## src/rtl/tocc_pkg.sv

```systemverilog
// ----------------------------------------------------------------------------
// Timed output channel controller package
// Shared constants, command and register codes, and the channel unit types.
// ----------------------------------------------------------------------------
package tocc_pkg;

    localparam int CHANNELS = 10;
    localparam int CH_IDX_W = (CHANNELS > 1) ? $clog2(CHANNELS) : 1;
    localparam int CFG_CH_W = 4;
    localparam int TIME_W   = 16;
    localparam int OUT_W    = 16;

    // input commands
    localparam logic [1:0] CMD_TICK  = 2'd0;
    localparam logic [1:0] CMD_HOST  = 2'd1;
    localparam logic [1:0] CMD_ENTRY = 2'd2;

    // configuration register indexes
    localparam logic [2:0] CFG_G1_RST_CH  = 3'd0;
    localparam logic [2:0] CFG_G1_RST_DLY = 3'd1;
    localparam logic [2:0] CFG_G2_RST_CH  = 3'd2;
    localparam logic [2:0] CFG_G2_RST_DLY = 3'd3;
    localparam logic [2:0] CFG_G1_NORM_CH = 3'd4;
    localparam logic [2:0] CFG_G1_RSV_CH  = 3'd5;
    localparam logic [2:0] CFG_G2_NORM_CH = 3'd6;
    localparam logic [2:0] CFG_G2_RSV_CH  = 3'd7;

    // state of one channel as seen by the shared update unit
    typedef struct packed {
        logic              delay_mode;  // 0: pulse rule, 1: auto-off countdown
        logic              command;
        logic              previous;
        logic              drive;
        logic [TIME_W-1:0] phase;
        logic [TIME_W-1:0] delay_left;
        logic [TIME_W-1:0] begin_t;
        logic [TIME_W-1:0] high_t;
        logic [TIME_W-1:0] low_t;
    } chan_in_t;

    typedef struct packed {
        logic              command;
        logic              previous;
        logic              drive;
        logic [TIME_W-1:0] phase;
        logic [TIME_W-1:0] delay_left;
        logic              expired;
    } chan_out_t;

endpackage

```

## src/rtl/tocc_chan_unit.sv

```systemverilog
// ----------------------------------------------------------------------------
// Channel update unit
// Next state of one channel for either the pulse rule or the auto-off countdown.
// ----------------------------------------------------------------------------
module tocc_chan_unit
    import tocc_pkg::*;
(
    input  chan_in_t  ch_in,
    output chan_out_t ch_out
);

    logic [TIME_W-1:0]   cnt_inc;
    logic [TIME_W+1:0]   sum_on;
    logic [TIME_W+1:0]   sum_period;
    logic [TIME_W+1:0]   cnt_wide;
    logic [TIME_W-1:0]   dly_dec;

    assign cnt_inc    = ch_in.phase + TIME_W'(1);
    assign cnt_wide   = (TIME_W+2)'(cnt_inc);
    assign sum_on     = (TIME_W+2)'(ch_in.begin_t) + (TIME_W+2)'(ch_in.high_t);
    assign sum_period = sum_on + (TIME_W+2)'(ch_in.low_t);
    assign dly_dec    = ch_in.delay_left - TIME_W'(1);

    always_comb
    begin
        ch_out.command    = ch_in.command;
        ch_out.previous   = ch_in.previous;
        ch_out.drive      = ch_in.drive;
        ch_out.phase      = ch_in.phase;
        ch_out.delay_left = ch_in.delay_left;
        ch_out.expired    = 1'b0;

        if (ch_in.delay_mode)
        begin
            if (ch_in.command && (ch_in.delay_left != '0))
            begin
                ch_out.delay_left = dly_dec;
                if (dly_dec == '0)
                begin
                    ch_out.command = 1'b0;
                    ch_out.expired = 1'b1;
                end
            end
        end
        else if (ch_in.begin_t != '0)
        begin
            if (!ch_in.command)
            begin
                ch_out.previous = 1'b0;
                ch_out.drive    = 1'b0;
                ch_out.phase    = '0;
            end
            else if (!ch_in.previous)
            begin
                ch_out.previous = 1'b1;
                ch_out.drive    = 1'b1;
                ch_out.phase    = cnt_inc;
            end
            else
            begin
                ch_out.phase = cnt_inc;
                if ((ch_in.high_t != '0) && (ch_in.low_t != '0))
                begin
                    // pulse train: off after begin+on, restart at begin+on+off
                    if (cnt_wide >= sum_on)
                        ch_out.drive = 1'b0;
                    if (cnt_wide >= sum_period)
                    begin
                        ch_out.drive = 1'b1;
                        ch_out.phase = ch_in.begin_t;
                    end
                end
                else if (ch_in.high_t == '0)
                begin
                    // one-shot
                    if (cnt_inc >= ch_in.begin_t)
                    begin
                        ch_out.drive   = 1'b0;
                        ch_out.command = 1'b0;
                    end
                end
                else
                begin
                    if (cnt_inc >= ch_in.begin_t)
                    begin
                        ch_out.drive = 1'b1;
                        ch_out.phase = ch_in.begin_t;
                    end
                end
            end
        end
    end

endmodule

```

## src/rtl/timed_output_channel_controller_core.sv

```systemverilog
// ----------------------------------------------------------------------------
// Timed output channel controller core
// Bank of output channels with pulse rules, auto-off delays and group resets.
// ----------------------------------------------------------------------------
// One channel update unit is stepped over the channels in index order. A tick
// is accepted, runs the pulse rule on each channel in turn, then gives its
// result; on every second tick an auto-off countdown pass over the channels
// comes before the result. Host and entry commands go straight to the result.
// One result transaction follows every input transaction; the next input is
// taken while that result still waits on out_stall.
module timed_output_channel_controller_core
    import tocc_pkg::*;
(
    input  logic              clk,
    input  logic              rst_n,

    input  logic              cfg_valid,
    output logic              cfg_ready,
    input  logic [2:0]        cfg_index,
    input  logic [15:0]       cfg_data,

    input  logic              in_valid,
    output logic              in_stall,
    input  logic [1:0]        cmd,
    input  logic [15:0]       off_mask,
    input  logic [15:0]       on_mask,
    input  logic [15:0]       on_delay,
    input  logic [3:0]        entry_channel,
    input  logic [15:0]       begin_ticks,
    input  logic [15:0]       high_ticks,
    input  logic [15:0]       low_ticks,

    output logic              out_valid,
    input  logic              out_stall,
    output logic [OUT_W-1:0]  drive_bits,
    output logic [OUT_W-1:0]  command_off_bits
);

    typedef enum logic [3:0] {
        S_IDLE   = 4'b0001,
        S_PULSE  = 4'b0010,
        S_DELAY  = 4'b0100,
        S_FINISH = 4'b1000
    } state_t;

    localparam logic [CH_IDX_W-1:0] IDX_LAST = CH_IDX_W'(CHANNELS - 1);

    state_t               state_reg, state_next;
    logic [CH_IDX_W-1:0]  idx_reg, idx_next;
    logic                 parity_reg;

    logic [CFG_CH_W-1:0]  g1_rst_ch_reg, g2_rst_ch_reg;
    logic [TIME_W-1:0]    g1_rst_dly_reg, g2_rst_dly_reg;
    logic [CFG_CH_W-1:0]  g1_norm_ch_reg, g1_rsv_ch_reg;
    logic [CFG_CH_W-1:0]  g2_norm_ch_reg, g2_rsv_ch_reg;

    logic [CHANNELS-1:0]  command_reg;
    logic [CHANNELS-1:0]  previous_reg;
    logic [CHANNELS-1:0]  drive_reg;
    logic [TIME_W-1:0]    phase_reg   [CHANNELS];
    logic [TIME_W-1:0]    delay_reg   [CHANNELS];
    logic [TIME_W-1:0]    begin_reg   [CHANNELS];
    logic [TIME_W-1:0]    high_reg    [CHANNELS];
    logic [TIME_W-1:0]    low_reg     [CHANNELS];

    logic [CHANNELS-1:0]  command_next;
    logic [TIME_W-1:0]    delay_next  [CHANNELS];

    logic                 out_valid_reg;
    logic [OUT_W-1:0]     drive_out_reg;
    logic [OUT_W-1:0]     off_out_reg;
    logic [CHANNELS-1:0]  off_now;

    chan_in_t             unit_in;
    chan_out_t            unit_out;

    logic                 in_accept;
    logic                 out_free;
    logic                 step_en;
    logic [CFG_CH_W-1:0]  idx_wide;
    logic                 g1_hit, g2_hit;
    logic                 rst_start;
    logic [CFG_CH_W-1:0]  rst_ch;
    logic [TIME_W-1:0]    rst_dly;

    assign cfg_ready = 1'b1;
    assign in_stall  = (state_reg != S_IDLE);
    assign in_accept = in_valid && (state_reg == S_IDLE);
    assign out_free  = !out_valid_reg || !out_stall;
    assign step_en   = (state_reg == S_PULSE) || (state_reg == S_DELAY);
    assign off_now   = ~command_reg;

    assign out_valid        = out_valid_reg;
    assign drive_bits       = drive_out_reg;
    assign command_off_bits = off_out_reg;

    // ---- shared channel unit ----
    always_comb
    begin
        unit_in.delay_mode = (state_reg == S_DELAY);
        unit_in.command    = command_reg[idx_reg];
        unit_in.previous   = previous_reg[idx_reg];
        unit_in.drive      = drive_reg[idx_reg];
        unit_in.phase      = phase_reg[idx_reg];
        unit_in.delay_left = delay_reg[idx_reg];
        unit_in.begin_t    = begin_reg[idx_reg];
        unit_in.high_t     = high_reg[idx_reg];
        unit_in.low_t      = low_reg[idx_reg];
    end

    tocc_chan_unit u_chan_unit (
        .ch_in  (unit_in),
        .ch_out (unit_out)
    );

    // ---- group reset start on expiry, group 1 first ----
    always_comb
    begin
        idx_wide  = CFG_CH_W'(idx_reg);
        g1_hit    = (idx_wide == g1_norm_ch_reg) || (idx_wide == g1_rsv_ch_reg);
        g2_hit    = (idx_wide == g2_norm_ch_reg) || (idx_wide == g2_rsv_ch_reg);
        rst_ch    = g1_hit ? g1_rst_ch_reg  : g2_rst_ch_reg;
        rst_dly   = g1_hit ? g1_rst_dly_reg : g2_rst_dly_reg;
        rst_start = (state_reg == S_DELAY) && unit_out.expired && (g1_hit || g2_hit)
                    && ((CFG_CH_W+1)'(rst_ch) < (CFG_CH_W+1)'(CHANNELS));
    end

    // ---- per-step command and delay update ----
    always_comb
    begin
        command_next = command_reg;
        for (int i = 0; i < CHANNELS; i++)
            delay_next[i] = delay_reg[i];
        command_next[idx_reg] = unit_out.command;
        delay_next[idx_reg]   = unit_out.delay_left;
        // reset channel start wins over the expiring channel's own update
        if (rst_start)
        begin
            command_next[rst_ch[CH_IDX_W-1:0]] = 1'b1;
            delay_next[rst_ch[CH_IDX_W-1:0]]   = rst_dly;
        end
    end

    // ---- sequencer ----
    always_comb
    begin
        state_next = state_reg;
        idx_next   = idx_reg;
        unique case (state_reg)
            S_IDLE:
            begin
                if (in_valid)
                begin
                    idx_next   = '0;
                    state_next = (cmd == CMD_TICK) ? S_PULSE : S_FINISH;
                end
            end
            S_PULSE:
            begin
                idx_next = idx_reg + CH_IDX_W'(1);
                if (idx_reg == IDX_LAST)
                begin
                    idx_next   = '0;
                    state_next = parity_reg ? S_DELAY : S_FINISH;
                end
            end
            S_DELAY:
            begin
                idx_next = idx_reg + CH_IDX_W'(1);
                if (idx_reg == IDX_LAST)
                begin
                    idx_next   = '0;
                    state_next = S_FINISH;
                end
            end
            S_FINISH:
            begin
                if (out_free)
                    state_next = S_IDLE;
            end
            default:
            begin
                state_next = S_IDLE;
            end
        endcase
    end

    always_ff @(posedge clk or negedge rst_n)
    begin
        if (!rst_n)
        begin
            state_reg  <= S_IDLE;
            idx_reg    <= '0;
            parity_reg <= 1'b0;
        end
        else
        begin
            state_reg <= state_next;
            idx_reg   <= idx_next;
            if ((state_reg == S_PULSE) && (idx_reg == IDX_LAST))
                parity_reg <= !parity_reg;
        end
    end

    // ---- configuration registers ----
    always_ff @(posedge clk or negedge rst_n)
    begin
        if (!rst_n)
        begin
            g1_rst_ch_reg  <= '1;
            g1_rst_dly_reg <= '0;
            g2_rst_ch_reg  <= '1;
            g2_rst_dly_reg <= '0;
            g1_norm_ch_reg <= '1;
            g1_rsv_ch_reg  <= '1;
            g2_norm_ch_reg <= '1;
            g2_rsv_ch_reg  <= '1;
        end
        else if (cfg_valid)
        begin
            unique case (cfg_index)
                CFG_G1_RST_CH:  g1_rst_ch_reg  <= cfg_data[CFG_CH_W-1:0];
                CFG_G1_RST_DLY: g1_rst_dly_reg <= cfg_data;
                CFG_G2_RST_CH:  g2_rst_ch_reg  <= cfg_data[CFG_CH_W-1:0];
                CFG_G2_RST_DLY: g2_rst_dly_reg <= cfg_data;
                CFG_G1_NORM_CH: g1_norm_ch_reg <= cfg_data[CFG_CH_W-1:0];
                CFG_G1_RSV_CH:  g1_rsv_ch_reg  <= cfg_data[CFG_CH_W-1:0];
                CFG_G2_NORM_CH: g2_norm_ch_reg <= cfg_data[CFG_CH_W-1:0];
                CFG_G2_RSV_CH:  g2_rsv_ch_reg  <= cfg_data[CFG_CH_W-1:0];
                default:        ;
            endcase
        end
    end

    // ---- channel state ----
    always_ff @(posedge clk or negedge rst_n)
    begin
        if (!rst_n)
        begin
            command_reg  <= '0;
            previous_reg <= '0;
            drive_reg    <= '0;
            for (int i = 0; i < CHANNELS; i++)
            begin
                phase_reg[i] <= '0;
                delay_reg[i] <= '0;
                begin_reg[i] <= '0;
                high_reg[i]  <= '0;
                low_reg[i]   <= '0;
            end
        end
        else
        begin
            if (in_accept && (cmd == CMD_HOST))
            begin
                command_reg <= (command_reg & ~off_mask[CHANNELS-1:0])
                               | on_mask[CHANNELS-1:0];
                for (int i = 0; i < CHANNELS; i++)
                begin
                    if (on_mask[i])
                        delay_reg[i] <= on_delay;
                end
            end
            else if (step_en)
            begin
                command_reg           <= command_next;
                previous_reg[idx_reg] <= unit_out.previous;
                drive_reg[idx_reg]    <= unit_out.drive;
                phase_reg[idx_reg]    <= unit_out.phase;
                for (int i = 0; i < CHANNELS; i++)
                    delay_reg[i] <= delay_next[i];
            end

            if (in_accept && (cmd == CMD_ENTRY)
                && ((CFG_CH_W+1)'(entry_channel) < (CFG_CH_W+1)'(CHANNELS)))
            begin
                begin_reg[entry_channel[CH_IDX_W-1:0]] <= begin_ticks;
                high_reg[entry_channel[CH_IDX_W-1:0]]  <= high_ticks;
                low_reg[entry_channel[CH_IDX_W-1:0]]   <= low_ticks;
            end
        end
    end

    // ---- result register ----
    always_ff @(posedge clk or negedge rst_n)
    begin
        if (!rst_n)
            out_valid_reg <= 1'b0;
        else if ((state_reg == S_FINISH) && out_free)
            out_valid_reg <= 1'b1;
        else if (!out_stall)
            out_valid_reg <= 1'b0;
    end

    always_ff @(posedge clk)
    begin
        if ((state_reg == S_FINISH) && out_free)
        begin
            drive_out_reg <= OUT_W'(drive_reg);
            off_out_reg   <= OUT_W'(off_now);
        end
    end

`ifndef SYNTH
    a_state_onehot: assert property (@(posedge clk) disable iff (!rst_n)
        $onehot(state_reg))
        else $error("sequencer state not one-hot");

    a_result_from_finish: assert property (@(posedge clk) disable iff (!rst_n)
        $rose(out_valid) |-> $past(state_reg == S_FINISH))
        else $error("result raised outside finish");

    a_idx_range: assert property (@(posedge clk) disable iff (!rst_n)
        step_en |-> ((CH_IDX_W+1)'(idx_reg) < (CH_IDX_W+1)'(CHANNELS)))
        else $error("channel index out of range");

    a_delay_after_odd_tick: assert property (@(posedge clk) disable iff (!rst_n)
        (state_reg == S_DELAY) |-> !parity_reg)
        else $error("countdown pass with parity still set");

    a_accept_leaves_idle: assert property (@(posedge clk) disable iff (!rst_n)
        in_valid && !in_stall |=> (state_reg != S_IDLE))
        else $error("accepted transaction not started");
`endif

endmodule

```

## config.mk

```make
export PLATFORM = sky130hd
export DESIGN_NAME = timed_output_channel_controller_core
export DESIGN_NICKNAME = d
export VERILOG_FILES = /design/src/rtl/tocc_pkg.sv /design/src/rtl/tocc_chan_unit.sv /design/src/rtl/timed_output_channel_controller_core.sv
export SDC_FILE = /design/constraint.sdc
export NUM_CORES = 2
export LEC_CHECK = 0
export BUFFER_PORTS_ARGS = -buffer_cell sky130_fd_sc_hd__buf_2
export CAP_MARGIN = 20
export CORE_MARGIN = 5
export CORE_UTILIZATION = 62
export DETAILED_ROUTE_END_ITERATION = 8
export PLACE_DENSITY = 0.82
export SLEW_MARGIN = 20
export SYNTH_ARGS = -nofsm -noshare
export SYNTH_HDL_FRONTEND = slang
export SYNTH_SLANG_ARGS = --single-unit
```

## constraint.sdc

```tcl
create_clock -name clk -period 22 [get_ports clk]
set_clock_uncertainty 0.05 [all_clocks]
set_input_delay 3.3 -clock clk [delete_from_list [all_inputs] [get_ports clk]]
set_output_delay 3.3 -clock clk [all_outputs]
set_load 0.01 [all_outputs]
```

==> results_dict.tcl <==
set metrics [dict create \
    crit_path_start "idx_reg[1]$_DFFE_PN0P_" \
    startpoint_type "flop" \
    timing.final.ws_setup_ns 11.99 \
    wl_um 153000 \
    cts_tree "built" \
    fp.dieH_um 296 \
    netlist_instances 4797 \
    rsz0062_at_grt "false" \
    hold_path.class "flop to flop" \
    io_pins 161 \
    dpl.hpwl_um 94900 \
    reg2regPathDepth 32 \
    synth_seq_cells 916 \
    grt_use_total_pct 34.4 \
    grt_pass1_wl_um 237000 \
    fmax_mhz 99.9 \
    r2r_start "idx_reg[1]$_DFFE_PN0P_" \
    vdd_ir_drop_max_uv 77.7 \
    drive_gt1_share_pct 25.2 \
    crit_path_top_delay_cell "a211oi_1" \
    slowest_delay_ns 1.00 \
    grt_antenna_before_repair 11 \
    clk_latency_ns 0.69 \
    numCtsBuffers 95 \
    final_nets 4972 \
    die_x_um 296 \
    r2r_setup_slack_ns 11.99 \
    vias 41000 \
    setup_viol_count_final 0 \
    path_clk_slew_ns 0.06 \
    synth_top_flop_cell "dfrtp_1" \
    status "finished, final reports clean" \
    core_mm2 0.0808 \
    final_util_pct 68.3 \
    power_density_mw_per_mm2 116 \
    fin_crit_ns 10.01 \
    cellLeakagePower_nw 24.3 \
    gp_congestion 0.959 \
    relSlewSlack_pct 15.6 \
    clockBufferDepth 3 \
    crit_path_end "phase_reg[59]$_DFFE_PN0P_" \
    synth_area_leader_cell "dfrtp_1" \
    drc_errors 0 \
    htreeDepth 3 \
    total_power_mw 6.39 \
    io_buffers 135 \
    area_growth_pct 8.98 \
    drv_cap 0 \
    cp-end-kind "flop" \
    tns_ns 0 \
    critical_path_class "flop to flop" \
    overflow 0 \
    synth_top_area_share_pct 43.0 \
    clock-root-buffer "clkbuf_16" \
    rows 104 \
    post_cts_resized 0 \
    critPathRequiredTime_ns 22.54 \
    numClockSinks 916 \
    hold_viol_final 0 \
    synth_warnings 0 \
    start_util_pct 62.7 \
    critPathArrivalTime_ns 10.55 \
    ant_nets 0 \
    synth-edff-count 20 \
    ys_types 97 \
    grt_max_degree 174 \
    synth_area_mm2 0.0507 \
    min_period_over_period_pct 45.5 \
    ys_async_sr_fraction_pct 97.8 \
    synth_seq_area_share_pct 45.5 \
    postCtsSetupBuffers 0 \
    tightest_slew_ns 1.27 \
    vias_per_cell 6.94 \
    timing.final.max_slew_violations 0 \
    hold_buffers 0 \
    dp_slack_ns 12.21 \
    first_pass_iters 7 \
    reg2reg_to "phase_reg[59]$_DFFE_PN0P_" \
    grt_pass1_vias 41400 \
    worstPathMaxFanout 48 \
    synth_top_cells_by_area "dfrtp_1 43%, mux2_2 13%, nand2_1 4.1%, mux2i_1 4.0%, o21ai_0 3.8%" \
    dieArea_mm2 0.0876 \
    wl_per_cell_um 25.9 \
    syn-mean-instance-area_um2 10.6 \
    drt_iter0_drc 4667 \
]
## power breakdown
part	internal, mW	switching [mW]
Combinational	0.915	1.52
Clock	0.953	0.716
Sequential	2.04	0.247
## Yosys cell counts, types with 22 or more instances
cell and instances:
o211ai_1 74, and3_1 23, or3_1 25, o21ai_0 388, nor4_1 24, a211oi_1 92
buf_4 33, nand2b_1 22, mux4_2 74, a21oi_1 147, buf_2 32, o21ai_1 32
a31oi_1 33, buf_1 80, dfstp_2 25, a21o_1 25, nand2_1 549, nand4_1 31
a211o_1 25, dfrtp_1 871, ha_1 84, inv_1 63, xor2_1 36, o31ai_1 43
nor2_1 243, o22ai_1 68, a22oi_1 25, nand3_1 150, nor3_1 65, clkbuf_1 221
mux2_2 601, mux2i_1 200, o211ai_2 30, xnor2_1 34
## kinds of logic after synthesis
family	synth area share, %
adders and majority gates	2.15
buffers and inverters	3.90
muxes	20.6
AOI/OAI and AO/OA	15.6
and+or+nand+nor	11.0
DFF	45.5
xor gates and xnor gates	1.21
other	0.0148
## how the worst min path moves through the flow
stage	start	to	slack, ns	cells after the start
after floorplan	drive_reg[2]$_DFFE_PN0P_	drive_bits[2]$_DFFE_PP_	0.39	0
after global routing	drive_reg[1]$_DFFE_PN0P_	drive_bits[1]$_DFFE_PP_	0.44	0
after global placement	phase_reg[151]$_DFFE_PN0P_	phase_reg[151]$_DFFE_PN0P_	0.40	2
after CTS	phase_reg[87]$_DFFE_PN0P_	phase_reg[87]$_DFFE_PN0P_	0.43	2
final	phase_reg[75]$_DFFE_PN0P_	phase_reg[75]$_DFFE_PN0P_	0.43	2
after detailed placement	drive_reg[7]$_DFFE_PN0P_	drive_bits[7]$_DFFE_PP_	0.41	0
## stage by stage
step           area [um^2]  std cells  hold slack, ns
3_3_place_gp         51900       5722           0.404
3_5_place_dp         51900       5722           0.412
6_report             55200       5907           0.425
2_1_floorplan        50700       4808           0.391
5_1_grt              55200       5903           0.436
4_1_cts              55200       5896           0.428
## metal layers
metal  global-route usage (%)  part of all wire [%]
met5                        0                 0.023
met4                     19.8                   6.3
met3                     8.09                    11
met2                     53.3                    45
met1                     44.8                    38
## cell type report
type | count | area (um^2)
clock buffer | 131 | 2710
tap | 1060 | 1330
clock inverter | 43 | 518
inverter | 65 | 244
fill | 5714 | 25600
multi-input combinational | 3445 | 25900
sequential | 916 | 23100
antenna | 10 | 25.0
timing repair buffer | 237 | 1480
## critical path, delay by kind of cell, from the launching register on
family | cells | cell delay [ns]
AOI/OAI and AO/OA | 15 | 3.97
and+or+nand+nor | 8 | 1.55
buffers and inverters | 2 | 1.38
DFF | 1 | 0.89
adders and majority gates | 4 | 1.40
muxes | 1 | 0.35
xor gates and xnor gates | 2 | 0.26
## cells in the final DEF (no fill, tap or decap), types with 84 or more instances in the layout
master     synthesis  final
a211oi_1          92     91
a21oi_1          147    145
buf_2             32    134
buf_4             33     98
clkbuf_16          0     95
dfrtp_1          871    867
ha_1              84     84
mux2_2           601    601
mux2i_1          200    200
nand2_1          549    537
nand3_1          150    148
nor2_1           243    241
o21ai_0          388    388
(Power assumes the default switching activity.)
